## src/rtl/core/led_matrix_quarter_scan_driver_assert.svh

```systemverilog
// Assertion macros for the quarter-scan LED matrix driver.
`ifndef LED_MATRIX_QUARTER_SCAN_DRIVER_ASSERT_SVH
`define LED_MATRIX_QUARTER_SCAN_DRIVER_ASSERT_SVH

`ifndef SYNTHESIS

`define LMQS_ASSERT_SAME(lbl, clk, rstn, ante, cons) \
    lbl: assert property (@(posedge clk) disable iff (!rstn) (ante) |-> (cons)) \
        else $error("lmqs: same-cycle check failed");

`define LMQS_ASSERT_NEXT(lbl, clk, rstn, ante, cons) \
    lbl: assert property (@(posedge clk) disable iff (!rstn) (ante) |=> (cons)) \
        else $error("lmqs: next-cycle check failed");

`else

`define LMQS_ASSERT_SAME(lbl, clk, rstn, ante, cons)

`define LMQS_ASSERT_NEXT(lbl, clk, rstn, ante, cons)

`endif

`endif

```

## src/rtl/core/lmqs_pkg.sv

```systemverilog
package lmqs_pkg;

    localparam logic [1:0] OP_PIXEL   = 2'd0;
    localparam logic [1:0] OP_CLEAR   = 2'd1;
    localparam logic [1:0] OP_REFRESH = 2'd2;

    localparam int COLUMN_BITS_W = 4;

    typedef struct packed {
        logic [1:0] opcode;
        logic [4:0] pixel_column;
        logic [3:0] pixel_row;
        logic       lit;
    } t_in_item;

    typedef struct packed {
        logic [1:0]               row_select;
        logic [4:0]               column_index;
        logic [COLUMN_BITS_W-1:0] column_bits;
        logic                     latch_now;
    } t_out_item;

    typedef struct packed {
        logic rd_en;
        logic wr_en;
        logic clear;
    } t_mem_ctl;

endpackage

```

## src/rtl/core/lmqs_store.sv

```systemverilog
module lmqs_store
    import lmqs_pkg::*;
#(
    parameter int PANEL_WIDTH  = 32,
    parameter int PANEL_HEIGHT = 16
) (
    input  logic                            i_clk,
    input  logic                            i_rst_n,
    input  t_mem_ctl                        i_ctl,
    input  logic [$clog2(PANEL_HEIGHT)-1:0] i_rd_addr,
    input  logic [$clog2(PANEL_HEIGHT)-1:0] i_wr_addr,
    input  logic [PANEL_WIDTH-1:0]          i_wr_data,
    output logic [PANEL_WIDTH-1:0]          o_rd_data
);

    logic [PANEL_WIDTH-1:0]  r_mem [PANEL_HEIGHT];
    logic [PANEL_HEIGHT-1:0] r_row_valid;
    logic [PANEL_WIDTH-1:0]  r_rd_data;
    logic                    r_rd_valid;

    // A row that was never written since the last clear reads as dark.
    always_ff @(posedge i_clk) begin
        if (!i_rst_n) begin
            r_row_valid <= '0;
        end else if (i_ctl.clear) begin
            r_row_valid <= '0;
        end else if (i_ctl.wr_en) begin
            r_row_valid[i_wr_addr] <= 1'b1;
        end
    end

    always_ff @(posedge i_clk) begin
        if (i_ctl.wr_en) begin
            r_mem[i_wr_addr] <= i_wr_data;
        end
    end

    always_ff @(posedge i_clk) begin
        if (i_ctl.rd_en) begin
            r_rd_data  <= r_mem[i_rd_addr];
            r_rd_valid <= r_row_valid[i_rd_addr];
        end
    end

    assign o_rd_data = r_rd_valid ? r_rd_data : '0;

endmodule

```

## config.mk

```make
export PLATFORM = sky130hd
export DESIGN_NAME = lmqs_store
export DESIGN_NICKNAME = d
export VERILOG_FILES = /design/src/rtl/core/led_matrix_quarter_scan_driver_assert.svh /design/src/rtl/core/lmqs_pkg.sv /design/src/rtl/core/lmqs_store.sv
export SDC_FILE = /design/constraint.sdc
export NUM_CORES = 1
export LEC_CHECK = 0
export BUFFER_PORTS_ARGS = -buffer_cell sky130_fd_sc_hd__clkbuf_2
export CAP_MARGIN = 20
export CORE_AREA = 2 2 191 231
export CTS_CLUSTER_DIAMETER = 200
export CTS_CLUSTER_SIZE = 14
export DETAILED_ROUTE_END_ITERATION = 7
export DIE_AREA = 0 0 193 233
export GPL_TIMING_DRIVEN = 0
export MAX_ROUTING_LAYER = met4
export PLACE_DENSITY = 0.67
export SYNTH_ARGS = -nofsm -noshare
export SYNTH_HDL_FRONTEND = slang
export SYNTH_SLANG_ARGS = --single-unit
```

## constraint.sdc

```tcl
create_clock -name i_clk -period 7.74 [get_ports i_clk]
set_input_delay 0 -clock i_clk [delete_from_list [all_inputs] [get_ports i_clk]]
set_output_delay 0 -clock i_clk [all_outputs]
set_load 0.05 [all_outputs]
```

; After elaboration in Yosys (flattened, before gate mapping)
; Memory sizes are Yosys's and may differ from the RTL's. A register that Yosys moved wholly into a read port is not among the register bits.
; Cells that the tools add are included.
[totals]
register_bits = 17
ram_bits = 512
in_bits = 45
output_inout_bits = 32
n_memories = 1
[memory_table]
columns = name, words, width, rd, rd_clocked_by_memory_dff, write_ports, line_no
row1 = r_mem, 16, 32, 1, 1, 1, lmqs_store.sv:16  ; logic [PANEL_WIDTH-1:0] r_mem [PANEL_HEIGHT];
[classes]
n_lt_le_gt_ge = 3
n_mux = 7
bitwise = 2
n_reduce_logical = 2
[op_table]
columns = operator, n
row1 = $mux 32, 1
row2 = $or 16x16->16, 1
row3 = $lt 4x5->1 const B, 2
row4 = $bmux 1 s4, 1
row5 = $demux 1 s4, 1
row6 = $ge 4x1->1 const B, 1
row7 = $mux 1, 4
row8 = $reduce_or 2->1, 1
row9 = $logic_and 1x1->1, 1
row10 = $not 1->1, 1

; Longest topological paths before layout
[depth]
ltp_word = 5
depth_mapped = 6
mapped_depth_nobuf = 3

; Least setup slack after synthesis
; OpenSTA, ideal clock, no wires.
[synth_timing]
kind = in2reg
start = input i_wr_addr[2]
end = memory r_mem[0][0] (enable)
arrival_ps = 2769
setup_slack_ps = 4507
cell_stages = 2
cell_sequence = or3b_2 nor3_1
[synth_lines]
columns = element, line_no
row1 = start: declaration, lmqs_store.sv:11  ; input logic [$clog2(PANEL_HEIGHT)-1:0] i_wr_addr,
row2 = end: declaration, lmqs_store.sv:16
; No word-level cell before the write port.

; Worst setup path in the final report
[layout_timing]
start = register r_rd_valid
end = output o_rd_data[30]
[layout_via]
elab_chain_cells = 1
[layout_lines]
columns = element, line_no
row1 = start: declaration, lmqs_store.sv:19  ; logic r_rd_valid;
row2 = start signal: assignment, lmqs_store.sv:41  ; r_rd_valid <= r_row_valid[i_rd_addr];
row3 = $mux 32, lmqs_store.sv:45  ; assign o_rd_data = r_rd_valid ? r_rd_data : '0;
row4 = end: declaration, lmqs_store.sv:13  ; output logic [PANEL_WIDTH-1:0] o_rd_data
; Every way passes these cells.

==> impl_metrics.xml <==
<?xml version="1.0" encoding="UTF-8"?>
<metrics>
  <group name="sta">
    <metric name="max_slew.worst_pin.slew" unit="ps">911</metric>
    <metric name="maxClockFrequency" unit="GHz">0.475</metric>
    <metric name="endpoints_failing_hold" unit="">0</metric>
    <metric name="timing.final.setup_violations" unit="">0</metric>
    <metric name="finalWorstPathRequiredPeriod" unit="ps">2110</metric>
    <metric name="layout_worst_path_cycle_share" unit="%">27.2</metric>
    <metric name="rsz_0062_raised_after_global_routing" unit="">no</metric>
    <metric name="final.hold.worst_slack" unit="ps">147</metric>
    <metric name="max_slew_margin" unit="%">39.2</metric>
    <metric name="timing_max_transition_violations_final" unit="">0</metric>
    <metric name="fin_ws" unit="ps">5630</metric>
    <metric name="fin_worst_skew" unit="ps">17.6</metric>
    <metric name="fin_tns_setup" unit="ps">0</metric>
  </group>
  <group name="cts">
    <metric name="path_clk_slew" unit="ps">70</metric>
    <metric name="clk_latency" unit="ps">580</metric>
    <metric name="cts_post_setup_buffers_inserted" unit="">0</metric>
    <metric name="clock_buffer_count_from_cts" unit="">46</metric>
    <metric name="cts_max_path_buffers" unit="">3</metric>
    <metric name="cts_htree_levels" unit="">2</metric>
    <metric name="cts_tree" unit="">done</metric>
    <metric name="clockRootBuffer" unit="">sky130_fd_sc_hd__clkbuf_16</metric>
    <metric name="numClockSinks" unit="">561</metric>
  </group>
  <group name="finish">
    <metric name="final_non_filler_cells" unit="">1679</metric>
    <metric name="final_layout_size_suffix_gt1_share" unit="%">27.2</metric>
    <metric name="num_antenna_cells" unit="">0</metric>
    <metric name="nFillCells" unit="">3109</metric>
    <metric name="register_area" unit="um2">16700</metric>
    <metric name="area_delta_synth_final" unit="%">15.5</metric>
    <metric name="num-nets-final" unit="">1152</metric>
    <metric name="multi_input_comb_area" unit="um2">4230</metric>
  </group>
  <group name="floorplanning">
    <metric name="floorplan.die.height" unit="um">233</metric>
    <metric name="design.portCount" unit="">77</metric>
    <metric name="initial_core_util" unit="%">49.7</metric>
    <metric name="rows" unit="">83</metric>
    <metric name="die_ar" unit="um2">45000</metric>
    <metric name="die_width" unit="um">193</metric>
    <metric name="design.core.area" unit="um2">42600</metric>
  </group>
  <group name="setup_path">
    <metric name="worst-path-max-fanout" unit="">10</metric>
    <metric name="worstSetupStartpointType" unit="">register</metric>
    <metric name="rr_worst_depth" unit="">3</metric>
    <metric name="path_cells" unit="">clkbuf_1 -&gt; and2_1 -&gt; clkbuf_2</metric>
    <metric name="data_arrival_at_the_endpoint_of_the_critical_path" unit="ps">2110</metric>
    <metric name="setup.worst_path.class" unit="">register to output pin</metric>
    <metric name="cp_slowest_stage_delay" unit="ps">520</metric>
    <metric name="worstPathRequired" unit="ps">7740</metric>
    <metric name="critPathCaptureType" unit="">output pin</metric>
    <metric name="worst_path_max_delay_cell" unit="">sky130_fd_sc_hd__clkbuf_1</metric>
  </group>
  <group name="place">
    <metric name="post-dp-hpwl" unit="um">28300</metric>
    <metric name="port_buffers" unit="">74</metric>
    <metric name="placed_cells_incl_taps" unit="">1573</metric>
    <metric name="routabilityCongestion" unit="">0.730</metric>
    <metric name="preCtsSetupSlack" unit="ps">5490</metric>
  </group>
  <group name="power_and_ir_drop">
    <metric name="cell_internal_pwr" unit="W">0.00466</metric>
    <metric name="seqPwrFrac" unit="%">58.0</metric>
    <metric name="power_switching" unit="W">0.00124</metric>
    <metric name="switching_share" unit="%">21.1</metric>
    <metric name="ir_worst_vdd" unit="V">0.000159</metric>
    <metric name="share_clk_of_total_power" unit="%">36.0</metric>
    <metric name="p_comb_share" unit="%">6.0</metric>
    <metric name="power_per_cell_area" unit="nW/um2">242</metric>
    <metric name="total_power" unit="W">0.00590</metric>
    <metric name="p_leak" unit="nW">7.92</metric>
  </group>
  <group name="synth">
    <metric name="ys.warnings.count" unit="">0</metric>
    <metric name="postSynthAreaPerCell" unit="um2">23.0</metric>
    <metric name="synth.cell_area" unit="um2">21100</metric>
    <metric name="postSynthNetCount" unit="">963</metric>
    <metric name="post_synth_num_cell_types" unit="">21</metric>
    <metric name="syn-instance-count" unit="">918</metric>
    <metric name="seq_area_frac_synth" unit="%">78.9</metric>
    <metric name="synth_seq_cells" unit="">561</metric>
  </group>
  <group name="detailed_routing">
    <metric name="detail_route.wirelength" unit="um">46100</metric>
    <metric name="post_drt_wl_per_cell" unit="um">27.5</metric>
    <metric name="drt-pass1-iter-count" unit="">7</metric>
    <metric name="antenna_violating_nets_post_route" unit="">0</metric>
    <metric name="detailed_route_via_count" unit="">10100</metric>
    <metric name="count_of_unresolved_drc_violations_after_routing" unit="">0</metric>
    <metric name="via_per_inst" unit="">6.01</metric>
    <metric name="initialDrtViolationCount" unit="">779</metric>
  </group>
  <group name="worst_hold_path">
    <metric name="hold_crit_class" unit="">primary input to register</metric>
    <metric name="worstHoldPathCells" unit="">3</metric>
  </group>
  <group name="grt">
    <metric name="grt_first_pass_wirelength" unit="um">68200</metric>
    <metric name="overflow" unit="">0</metric>
    <metric name="vias_in_the_first_global_route" unit="">10500</metric>
    <metric name="grt_antenna_before_repair" unit="">1</metric>
    <metric name="grt_start_max_net_pins" unit="">24</metric>
    <metric name="groute.usage.overall" unit="%">21.9</metric>
  </group>
  <group name="run">
    <metric name="drv.max_cap_violation_count" unit="">0</metric>
  </group>
  <group name="outcome">
    <metric name="result_of_the_run" unit="">complete, no violations</metric>
  </group>
</metrics>
==> sequential cells by signal, indices dropped and copies added, names as in the netlist <==
register,count
r_mem,512
r_rd_data,32
r_rd_valid,1
r_row_valid,16
==> worst paths after layout <==
path	startpoint	to	slack [ps]
worst min-delay path	i_wr_addr[2]	r_mem[0][19]	150
worst max register to register	r_mem[5][19]	r_rd_data[19]	6210
worst max-delay path	r_rd_valid	o_rd_data[30]	5630
worst min register to register	r_row_valid[2]	r_row_valid[2]	460
==> synthesized netlist by cell type <==
| cell | number | share of area (%) |
|---|---|---|
| sky130_fd_sc_hd__edfxtp_1 | 545 | 77 |
| sky130_fd_sc_hd__mux4_2 | 113 | 12 |
| sky130_fd_sc_hd__a22oi_1 | 66 | 2.3 |
| sky130_fd_sc_hd__nand2_1 | 34 | 0.60 |
| sky130_fd_sc_hd__and2_1 | 33 | 0.98 |
| sky130_fd_sc_hd__clkbuf_1 | 24 | 0.43 |
| sky130_fd_sc_hd__mux4_1 | 19 | 2.4 |
| sky130_fd_sc_hd__dfxtp_1 | 16 | 1.5 |
| sky130_fd_sc_hd__o21a_1 | 16 | 0.57 |
| sky130_fd_sc_hd__buf_2 | 13 | 0.31 |
| sky130_fd_sc_hd__nor2_1 | 13 | 0.23 |
| sky130_fd_sc_hd__buf_12 | 6 | 0.57 |
| sky130_fd_sc_hd__nor3_1 | 4 | 0.095 |
| sky130_fd_sc_hd__buf_1 | 3 | 0.053 |
| sky130_fd_sc_hd__nor2b_1 | 3 | 0.089 |
| sky130_fd_sc_hd__buf_6 | 2 | 0.11 |
| sky130_fd_sc_hd__buf_8 | 2 | 0.14 |
| sky130_fd_sc_hd__nand2b_1 | 2 | 0.059 |
| sky130_fd_sc_hd__nand3b_1 | 2 | 0.071 |
| sky130_fd_sc_hd__nand3_1 | 1 | 0.024 |
| sky130_fd_sc_hd__or3b_2 | 1 | 0.041 |
==> cell families (layout without fill, tap and decap cells) <==
logic type	count (synthesis)	in the layout	share of synthesized area, %
flops	561	561	78.9
mux	132	132	14.4
simple gates	93	93	2.19
compound gates	82	82	2.91
buf+inv	50	259	1.60
==> power by group through the flow <==
stage	logic, W	registers (W)	clock network (W)
3_5_place_dp	0.000344	0.00349	0
2_1_floorplan	0.000203	0.00348	0
4_1_cts	0.000361	0.00342	0.00217
6_report	0.000355	0.00342	0.00213
3_3_place_gp	0.000324	0.00349	0
5_1_grt	0.000380	0.00343	0.00228
==> layer usage <==
layer / vias to the layer above / GRT usage [%] / part of all wire (%) / wire, um
met5: - / - / 0 / 0
met4: 0 / 6.51 / 2.6 / 1190
met3: 80 / 2.61 / 5.3 / 2440
met2: 346 / 36.9 / 52 / 24200
met1: 5409 / 28.3 / 40 / 18300
li1: 4255 / - / - / -
==> through the flow <==
stage	util, %	cell area, um2
global route	57.4	24400
CTS	57.4	24400
detailed placement	53.5	22800
floorplan	-	21100
global placement	52.2	22200
finish	57.4	24400
==> cells in the final DEF, fill, tap and decap left out, types with 4 or more instances in the layout <==
cell,synthesis,layout
sky130_fd_sc_hd__a22oi_1,66,66
sky130_fd_sc_hd__and2_1,33,33
sky130_fd_sc_hd__buf_12,6,19
sky130_fd_sc_hd__buf_2,13,13
sky130_fd_sc_hd__buf_6,2,14
sky130_fd_sc_hd__buf_8,2,4
sky130_fd_sc_hd__clkbuf_1,24,42
sky130_fd_sc_hd__clkbuf_16,0,47
sky130_fd_sc_hd__clkbuf_2,0,74
sky130_fd_sc_hd__dfxtp_1,16,16
sky130_fd_sc_hd__dlygate4sd3_1,0,38
sky130_fd_sc_hd__edfxtp_1,545,545
sky130_fd_sc_hd__mux4_1,19,19
sky130_fd_sc_hd__mux4_2,113,113
sky130_fd_sc_hd__nand2_1,34,34
sky130_fd_sc_hd__nor2_4,0,12
sky130_fd_sc_hd__nor3_2,0,4
sky130_fd_sc_hd__o21a_1,16,16
==> timing repair <==
item,4_1_cts,5_1_grt
hold buffers,38,0
hold endpoints to repair,547,0
gates resized for setup,0,0
==> critical path: cells and delay by family, from the launching register on <==
family	cells	cell delay (ps)
DFF	1	470
and+or+nand+nor	1	260
buffers and inverters	2	810
==> layout make-up <==
cell class | instances | area share, %
plain buffers | 50 | 1.39
clock buffers | 65 | 5.09
clock inverters | 3 | 0.200
multi-input cells | 307 | 17.3
flip-flops and latches | 561 | 68.3
well taps | 552 | 2.83
repair buffers | 141 | 4.88
(Power assumes the default switching activity.)
