<file path="src/rtl/core/led_matrix_quarter_scan_driver_assert.svh">
// Assertion macros for the quarter-scan LED matrix driver.
`ifndef LED_MATRIX_QUARTER_SCAN_DRIVER_ASSERT_SVH
`define LED_MATRIX_QUARTER_SCAN_DRIVER_ASSERT_SVH

`ifndef SYNTHESIS

`define LMQS_ASSERT_SAME(lbl, clk, rstn, ante, cons) \
    lbl: assert property (@(posedge clk) disable iff (!rstn) (ante) |-> (cons)) \
        else $error("lmqs: same-cycle check failed");

`define LMQS_ASSERT_NEXT(lbl, clk, rstn, ante, cons) \
    lbl: assert property (@(posedge clk) disable iff (!rstn) (ante) |=> (cons)) \
        else $error("lmqs: next-cycle check failed");

`else

`define LMQS_ASSERT_SAME(lbl, clk, rstn, ante, cons)

`define LMQS_ASSERT_NEXT(lbl, clk, rstn, ante, cons)

`endif

`endif

</file>
<file path="src/rtl/core/lmqs_pkg.sv">
package lmqs_pkg;

    localparam logic [1:0] OP_PIXEL   = 2'd0;
    localparam logic [1:0] OP_CLEAR   = 2'd1;
    localparam logic [1:0] OP_REFRESH = 2'd2;

    localparam int COLUMN_BITS_W = 4;

    typedef struct packed {
        logic [1:0] opcode;
        logic [4:0] pixel_column;
        logic [3:0] pixel_row;
        logic       lit;
    } t_in_item;

    typedef struct packed {
        logic [1:0]               row_select;
        logic [4:0]               column_index;
        logic [COLUMN_BITS_W-1:0] column_bits;
        logic                     latch_now;
    } t_out_item;

    typedef struct packed {
        logic rd_en;
        logic wr_en;
        logic clear;
    } t_mem_ctl;

endpackage

</file>
<file path="src/rtl/core/lmqs_stream_if.sv">
interface lmqs_stream_if #(
    parameter type T = logic
) ();
    logic valid;
    logic ready;
    T     payload;

    modport source (output valid, output payload, input ready);
    modport sink (input valid, input payload, output ready);
endinterface

</file>
<file path="src/rtl/core/lmqs_ctrl.sv">
module lmqs_ctrl
    import lmqs_pkg::*;
#(
    parameter int PANEL_WIDTH    = 32,
    parameter int PANEL_HEIGHT   = 16,
    parameter int SCAN_GROUPS    = 4,
    parameter int ROWS_PER_GROUP = 4
) (
    input  logic                            i_clk,
    input  logic                            i_rst_n,
    lmqs_stream_if.sink                     i_item,
    lmqs_stream_if.source                   o_result,
    output t_mem_ctl                        o_mem_ctl,
    output logic [$clog2(PANEL_HEIGHT)-1:0] o_rd_addr,
    output logic [$clog2(PANEL_HEIGHT)-1:0] o_wr_addr,
    output logic [PANEL_WIDTH-1:0]          o_wr_data,
    input  logic [PANEL_WIDTH-1:0]          i_rd_data
);

    localparam int RW = $clog2(PANEL_HEIGHT);
    localparam int CW = $clog2(PANEL_WIDTH);
    localparam int GW = (SCAN_GROUPS > 1) ? $clog2(SCAN_GROUPS) : 1;
    // Only the lanes that reach the column_bits field are fetched.
    localparam int NK = (ROWS_PER_GROUP < COLUMN_BITS_W) ? ROWS_PER_GROUP : COLUMN_BITS_W;

    localparam logic [1:0] S_IDLE  = 2'd0;
    localparam logic [1:0] S_PIXEL = 2'd1;
    localparam logic [1:0] S_FETCH = 2'd2;
    localparam logic [1:0] S_SEND  = 2'd3;

    logic [1:0]             r_state, n_state;
    logic [GW-1:0]          r_group, n_group;
    logic [2:0]             r_k, n_k;
    logic [CW-1:0]          r_col, n_col;
    logic [RW-1:0]          r_pix_row;
    logic [CW-1:0]          r_pix_col;
    logic                   r_pix_lit;
    logic                   r_cap_en;
    logic                   r_cap_ok;
    logic [2:0]             r_cap_k;
    logic [PANEL_WIDTH-1:0] r_lane [NK];
    logic                   r_out_valid;
    t_out_item              r_out;

    t_in_item                 w_in;
    logic                     w_accept;
    logic                     w_pix_ok;
    logic [7:0]               w_fetch_row;
    logic                     w_fetch_ok;
    logic                     w_load;
    logic [COLUMN_BITS_W-1:0] w_bits;

    assign w_in          = i_item.payload;
    assign i_item.ready  = (r_state == S_IDLE);
    assign w_accept      = i_item.valid && i_item.ready;
    assign w_pix_ok      = (32'(w_in.pixel_column) < 32'(PANEL_WIDTH))
                        && (32'(w_in.pixel_row) < 32'(PANEL_HEIGHT));

    // Row k of the current group sits SCAN_GROUPS rows below row k-1.
    assign w_fetch_row = 8'(r_group) + 8'(r_k) * 8'(SCAN_GROUPS);
    assign w_fetch_ok  = (r_k < 3'(NK)) && (w_fetch_row < 8'(PANEL_HEIGHT));

    assign w_load = (r_state == S_SEND) && (!r_out_valid || o_result.ready);

    always_comb begin
        o_mem_ctl.rd_en = (w_accept && (w_in.opcode == OP_PIXEL) && w_pix_ok)
                       || ((r_state == S_FETCH) && w_fetch_ok);
        o_mem_ctl.wr_en = (r_state == S_PIXEL);
        o_mem_ctl.clear = w_accept && (w_in.opcode == OP_CLEAR);
        o_rd_addr       = (r_state == S_FETCH) ? RW'(w_fetch_row) : RW'(w_in.pixel_row);
        o_wr_addr       = r_pix_row;
        o_wr_data       = i_rd_data;
        o_wr_data[r_pix_col] = r_pix_lit;
    end

    always_comb begin
        n_state = r_state;
        n_group = r_group;
        n_k     = r_k;
        n_col   = r_col;
        case (r_state)
            S_IDLE: begin
                if (w_accept && (w_in.opcode == OP_PIXEL) && w_pix_ok) begin
                    n_state = S_PIXEL;
                end else if (w_accept && (w_in.opcode == OP_REFRESH)) begin
                    n_state = S_FETCH;
                    n_k     = '0;
                end
            end
            S_PIXEL: begin
                n_state = S_IDLE;
            end
            S_FETCH: begin
                // One extra step lets the last row read land in its lane.
                if (r_k == 3'(NK)) begin
                    n_state = S_SEND;
                    n_col   = CW'(PANEL_WIDTH - 1);
                end else begin
                    n_k = r_k + 3'd1;
                end
            end
            S_SEND: begin
                if (w_load) begin
                    if (r_col == '0) begin
                        n_state = S_IDLE;
                        n_group = (r_group == GW'(SCAN_GROUPS - 1)) ? '0 : r_group + 1'b1;
                    end else begin
                        n_col = r_col - 1'b1;
                    end
                end
            end
            default: begin
                n_state = S_IDLE;
            end
        endcase
    end

    always_ff @(posedge i_clk) begin
        if (!i_rst_n) begin
            r_state     <= S_IDLE;
            r_group     <= '0;
            r_cap_en    <= 1'b0;
            r_out_valid <= 1'b0;
        end else begin
            r_state  <= n_state;
            r_group  <= n_group;
            r_cap_en <= (r_state == S_FETCH) && (r_k < 3'(NK));
            if (w_load) begin
                r_out_valid <= 1'b1;
            end else if (o_result.ready) begin
                r_out_valid <= 1'b0;
            end
        end
    end

    always_ff @(posedge i_clk) begin
        r_k      <= n_k;
        r_col    <= n_col;
        r_cap_ok <= w_fetch_ok;
        r_cap_k  <= r_k;
        if (w_accept) begin
            r_pix_row <= RW'(w_in.pixel_row);
            r_pix_col <= CW'(w_in.pixel_column);
            r_pix_lit <= w_in.lit;
        end
        for (int k = 0; k < NK; k++) begin
            if (r_cap_en && (r_cap_k == 3'(k))) begin
                r_lane[k] <= r_cap_ok ? i_rd_data : '0;
            end else if (w_load) begin
                r_lane[k] <= r_lane[k] << 1;
            end
        end
        if (w_load) begin
            r_out.row_select   <= 2'(r_group);
            r_out.column_index <= 5'(r_col);
            r_out.column_bits  <= w_bits;
            r_out.latch_now    <= (r_col == '0);
        end
    end

    for (genvar g = 0; g < COLUMN_BITS_W; g++) begin : g_bits
        if (g < NK) begin : g_lane
            assign w_bits[g] = r_lane[g][PANEL_WIDTH-1];
        end else begin : g_zero
            assign w_bits[g] = 1'b0;
        end
    end

    assign o_result.valid   = r_out_valid;
    assign o_result.payload = r_out;

endmodule

</file>
<file path="src/flat_wrapper.sv">
// flat-port wrapper written by rule: the top's interface ports become plain ports
module lmqs_ctrl_flat import lmqs_pkg::*;
#(
    parameter int PANEL_WIDTH    = 32,
    parameter int PANEL_HEIGHT   = 16,
    parameter int SCAN_GROUPS    = 4,
    parameter int ROWS_PER_GROUP = 4
)
  (i_clk, i_rst_n, o_mem_ctl, o_rd_addr, o_wr_addr, o_wr_data, i_rd_data, i_item_valid, i_item_payload, i_item_ready, o_result_valid, o_result_payload, o_result_ready);
  lmqs_stream_if i_item_i ();
  lmqs_stream_if o_result_i ();
  input  logic i_clk;
  input  logic i_rst_n;
  output t_mem_ctl o_mem_ctl;
  output logic [$clog2(PANEL_HEIGHT)-1:0] o_rd_addr;
  output logic [$clog2(PANEL_HEIGHT)-1:0] o_wr_addr;
  output logic [PANEL_WIDTH-1:0] o_wr_data;
  input  logic [PANEL_WIDTH-1:0] i_rd_data;
  input wire logic [$bits(i_item_i.valid)-1:0] i_item_valid;
  input wire logic [$bits(i_item_i.payload)-1:0] i_item_payload;
  output wire logic [$bits(i_item_i.ready)-1:0] i_item_ready;
  output wire logic [$bits(o_result_i.valid)-1:0] o_result_valid;
  output wire logic [$bits(o_result_i.payload)-1:0] o_result_payload;
  input wire logic [$bits(o_result_i.ready)-1:0] o_result_ready;
  assign i_item_i.valid = i_item_valid;
  assign i_item_i.payload = i_item_payload;
  assign i_item_ready = i_item_i.ready;
  assign o_result_valid = o_result_i.valid;
  assign o_result_payload = o_result_i.payload;
  assign o_result_i.ready = o_result_ready;
  lmqs_ctrl #(.PANEL_WIDTH(PANEL_WIDTH), .PANEL_HEIGHT(PANEL_HEIGHT), .SCAN_GROUPS(SCAN_GROUPS), .ROWS_PER_GROUP(ROWS_PER_GROUP)) u_core (.i_clk(i_clk), .i_rst_n(i_rst_n), .i_item(i_item_i), .o_result(o_result_i), .o_mem_ctl(o_mem_ctl), .o_rd_addr(o_rd_addr), .o_wr_addr(o_wr_addr), .o_wr_data(o_wr_data), .i_rd_data(i_rd_data));
endmodule
</file>
<file path="config.mk">
export PLATFORM = sky130hd
export DESIGN_NAME = lmqs_ctrl_flat
export DESIGN_NICKNAME = d
export VERILOG_FILES = /design/src/rtl/core/led_matrix_quarter_scan_driver_assert.svh /design/src/rtl/core/lmqs_pkg.sv /design/src/rtl/core/lmqs_stream_if.sv /design/src/rtl/core/lmqs_ctrl.sv /design/src/flat_wrapper.sv
export SDC_FILE = /design/constraint.sdc
export NUM_CORES = 1
export LEC_CHECK = 0
export CAP_MARGIN = 20
export CORE_ASPECT_RATIO = 1.25
export CORE_MARGIN = 1.5
export CORE_UTILIZATION = 40
export CTS_CLUSTER_DIAMETER = 80
export CTS_CLUSTER_SIZE = 10
export DETAILED_ROUTE_END_ITERATION = 10
export DONT_BUFFER_PORTS = 1
export PLACE_DENSITY = 0.66
export SETUP_SLACK_MARGIN = 0.1
export SLEW_MARGIN = 20
export SYNTH_ARGS = -nofsm -noshare
export SYNTH_HDL_FRONTEND = slang
export SYNTH_SLANG_ARGS = --single-unit
</file>
<file path="constraint.sdc">
create_clock -name i_clk -period 1.5 [get_ports i_clk]
set_input_delay 0 -clock i_clk [delete_from_list [all_inputs] [get_ports i_clk]]
set_output_delay 0 -clock i_clk [all_outputs]
set_load 0.01 [all_outputs]
</file>
* Yosys cells after proc, flatten, opt, wreduce, memory -nomap -nowiden
Cells that the tools add are included.
** Word-level totals
- Register bits after elaboration :: 15
- Input bits :: 37
- Output and inout port bits :: 46
- Logic and storage cells :: 52
** Operators by class
- $add $sub $neg :: 4
- Order comparisons :: 2
- Equality and inequality tests :: 10
- Mux-type cells :: 13
- Bitwise logic cells :: 1
- Reductions and logical operators :: 15
** Operator list (number)
- two-way mux 5 bit :: 3
- two-way mux 2 bit :: 5
- case mux 5 bit (2 select lines) :: 1
- < comparator 8 x 5 -> 1 bit, second input constant :: 1
- != test 2 bit, second input constant :: 4
- case mux 2 bit (4 select lines) :: 1
- AND reduction 4 bit :: 2
- adder 2 x 5 -> 6 bit :: 1
- == test 2 bit, second input constant :: 3
- logical NOT 5 bit :: 1
- subtractor 5 x 1 -> 5 bit, second input constant :: 1
- logical AND 1 bit :: 4
- two-way mux 4 bit :: 1
- nonzero test 2 bit :: 2
- adder 3 x 1 -> 3 bit, second input constant :: 1
- == test 3 bit, second input constant :: 1
- < comparator 3 bit, second input constant :: 1
- AND reduction 3 bit :: 1
- adder 2 x 1 -> 2 bit, second input constant :: 1
- == test 2 x 1 -> 1 bit, second input constant :: 1
- logical NOT 2 bit :: 1
- logical OR 1 bit :: 2
- two-way mux 1 bit :: 2
- != test 2 x 1 -> 1 bit, second input constant :: 1
- other kinds (3) :: 3

* Longest topological paths before layout
- Depth in word-level cells :: 5
- Depth in mapped cells :: 5
- Mapped depth without buffers :: 5

* Least setup slack after synthesis
Ideal clock, no wire load.
- Kind :: flip-flop to flip-flop
- Start point :: reg u_core.r_state[1]
- End point :: reg u_core.r_col[0] (enable)
- Setup time :: 0.374 ns
- Arrival time :: 1.180 ns
- Data required time :: 1.126 ns
- Slack :: -0.054 ns
- Cell stages (with the launch flop) :: 5
- Path buffers :: 1
- Clock period less this slack :: 1.554 ns
- Path through :: dfxtp_1 buf_2 and2_1 nand2_1 o21ai_0
** Between the ends
- Cells in the longest elaborated chain, start to end :: 4
- Elaborated cells between the ends (all ways) :: 8
- Classes of those cells :: 5 x eq/ne; 3 x reduce/logical
** RTL lines
- start, declared :: line lmqs_ctrl.sv:31 : logic [1:0] r_state, n_state;
- start signal, assigned :: line lmqs_ctrl.sv:125 : r_state <= n_state;
- == test 2 bit :: line lmqs_ctrl.sv:63, lmqs_ctrl.sv:81
- logical AND 1 bit :: line lmqs_ctrl.sv:63 : assign w_load = (r_state == S_SEND) && (!r_out_valid || o_result.ready);
- != test 2 x 1 -> 1 bit (no line)
- AND reduction 4 bit (no line) *
- end signal, assigned :: line lmqs_ctrl.sv:138 : r_col <= n_col;
- end, declared :: line lmqs_ctrl.sv:34 : logic [CW-1:0] r_col, n_col;
Mark *: on every way between the ends. The rest lies on a longest branch, timed or not.
A chain may end at the register's enable or synchronous reset.

* Worst setup path after layout
- Start point :: reg u_core.r_col[0]
- End point :: reg u_core.r_col[0] (enable)
** Between the ends
- Cells in the longest elaborated chain, start to end :: 3
** RTL lines
- logical NOT 5 bit :: line lmqs_ctrl.sv:104 : if (r_col == '0) begin
- != test 2 bit (no line)
- AND reduction 4 bit (no line)
No other way between the ends.

==> reports/metrics.csv <==
metric;value;unit
io_buffers;0;
synth_top_family_by_area;buffers and inverters;
grt_pass1_vias;579;
synth_cell_types;28;
drtIter0Drc;2;
first_pass_iters;2;
die_w;48.77;µm
worst_slack;0.05461;ns
ant_nets;0;
finClkSkew;0.007548;ns
avgSynthCellArea;9.608;µm²
highest_layer;met4;
fin_nets;133;
grt_pass1_wl;2553;µm
p_per_area;742.1;nW/µm²
fin_util;38.83;%
wl_met3;137;µm
synth_area_leaders;edfxtp_1 29%, buf_4 27%, dfxtp_1 9.6%, ha_1 4.8%, nand2_1 3.2%;
wl_met2;791;µm
status;complete, no violations;
viasPerCell;4.573;
via_count;567;
crit_cells;5;
yosys_warnings;0;
place_ws;0.009346;ns
row_count;20;
worstSetupPathType;register to register;
timing.critical_path.buf_inv;2;
drv_slew;0;
crit_required;1.55;ns
cts_tree;yes;
place.gp.congestion;0.7235;
synth_compound_area_share;3.345;%
cp_top_family;flip-flops;
num_io_pins;83;
start_kind;register;
final_hold_viol_count;0;
crit_path_end_kind;register;
grt.overflow.total;0;
clockBufferDepth;2;
cts.clk_slew.worst_paths;0.08;ns
synthFlopType;edfxtp_1;
postSynthCellCount;109;
maxCapViolCount;0;
wl_met1;508;µm
antenna_found_initial;0;
hold_depth;0;
slowest_delay;0.39;ns
arrival;1.50;ns
synthMuxAreaShare;2.867;%
root_buffer;clkbuf_4;
start_util;42.70;%
rsz0062_at_grt;true;
final.fill_count;264;
synth_edf_count;10;
multi_input_area;355.3;µm²
core;2452;µm²
clk_latency;0.29;ns
syn_to_final_growth;-9.080;%
post_route_cells_drive_above_1_share;20.88;%
yosys_register_bits;15;
finalPower;0.7066;mW
p_leak;0.4114;nW
antenna_cells;0;
ir_drop;0.0003683;V
r2r_cells;5;
wirelength;1523;µm
yosysSeqAreaShare;38.23;%
grt_usage;11.72;%
wl_per_cell;12.28;µm
grt_max_degree;9;
holdWs;0.000004460;ns
fmax;691.9;MHz
setup_viol;0;
synthSimpleGateAreaFrac;18.76;%
cts_buffers;3;
period_minus_slack;1.445;ns
synth.top_cell.area_share;28.67;%
die_area;2936;µm²
cp_cell_sequence;inv_1 > ha_2 > nor4b_4 > o21ai_1 > buf_4;
hpwl;1178;µm
dieHeight;60.21;µm
fin_crit_sh;96.36;%
synth_fa_ha_area_share;4.779;%
clock_sinks;15;
synthArstFlopShare;0;%
htree_levels;1;
syn_area;1047;µm²
crit_slowest_cell;edfxtp_1;
layout.cells.non_filler;124;
min_path_type;input pin to output pin;
path_max_fanout;5;
dp_cells;113;
yosysTopAreaCell;edfxtp_1;
drcViolationCount;0;
synth_xor_area_share;1.673;%
layout.area.seq;400.4;µm²
sequential cells by signal, indices dropped and copies added (netlist names):
register,cells
u_core.r_pix_lit,1
u_core.o_result.payload,1
u_core.r_col,5
u_core.r_state,2
u_core.r_k,3
u_core.o_result.valid,1
u_core.r_group,2
routing by layer:
layer	up-vias	GRT usage, %
met4	0	11.43
met2	25	20.94
met3	12	4.000
li1	273	-
met5	-	0
met1	257	10.30
cell usage in the layout (no fill, tap or decap), drive strengths merged, types with 2 or more instances in the layout:
cell | Yosys | final
clkbuf | 0 | 4
edfxtp | 10 | 10
a21oi | 2 | 2
conb | 1 | 5
nor2 | 3 | 3
ha | 4 | 4
dfxtp | 5 | 5
nand2 | 9 | 9
dlygate4sd3 | 0 | 2
nor2b | 2 | 2
nand3 | 3 | 3
mux2i | 3 | 3
nor3b | 2 | 2
nand2b | 2 | 2
buf | 39 | 11
and3 | 2 | 2
inv | 7 | 7
o21ai | 2 | 2
and2 | 5 | 5
kinds of logic (layout without fill, tap and decap cells):
family | after synthesis | in the layout
buffers and inverters | 46 | 24
AND/OR/NAND/NOR | 32 | 32
flip-flops | 15 | 15
AO/OA/AOI/OAI | 6 | 6
adder cells (fa/ha/maj) | 4 | 4
multiplexers | 3 | 3
XOR/XNOR | 2 | 2
other | 1 | 5
cell type report:
type | instances | share of cell area, %
Clock buffer | 4 | 2.760
Timing Repair Buffer | 13 | 10.78
Multi-Input combinational cell | 52 | 37.32
Tap cell | 33 | 4.336
Inverter | 7 | 2.760
Sequential cell | 15 | 42.05
power by group:
part	leakage, nW	internal [mW]	switching [mW]
logic	0.246	0.0137	0.0200
clock network	0.0150	0.103	0.127
registers	0.150	0.439	0.00333
total	0.411	0.556	0.151
cells in the mapped netlist, types with 2 or more instances:
cell	count
nor2b_1	2
nand2_1	9
nor2_1	3
buf_4	37
mux2i_1	3
buf_2	2
and2_1	5
o21ai_0	2
nand3_1	3
inv_1	7
ha_1	4
edfxtp_1	10
a21oi_1	2
nand2b_1	2
dfxtp_1	5
path summary, 6_finish.rpt:
kind,to,start,slack (ns)
worst min-delay path,o_wr_data[7],i_rd_data[7],0.000004
worst max-delay path,u_core.r_col[0],u_core.r_col[0],0.05
worst min register to register,u_core.r_group[1],u_core.r_group[1],0.48
worst max register to register,u_core.r_col[0],u_core.r_col[0],0.05
repair_timing:
item                                   4_1_cts  5_1_grt
endpoints found under the hold margin        6        0
resized for setup                            1        2
setup buffers                                4        1
pin swaps                                    3        1
hold buffers                                 2        0
setup endpoints to repair                    8       10
through the flow:
stage               area [µm²]  setup TNS, ns
floorplan                 1062              0
global placement         860.8              0
detailed placement       860.8              0
CTS                      939.7              0
global route             952.2       -0.06996
finish                   952.2              0
worst register-to-register path: cells and delay by family, from the launching register on:
family	cells	cell delay (ns)
flip-flops	1	0.39
AND/OR/NAND/NOR	1	0.31
buffers and inverters	2	0.24
adder cells (fa/ha/maj)	1	0.17
AO/OA/AOI/OAI	1	0.12
No activity file was read; power rests on OpenSTA's default activity.
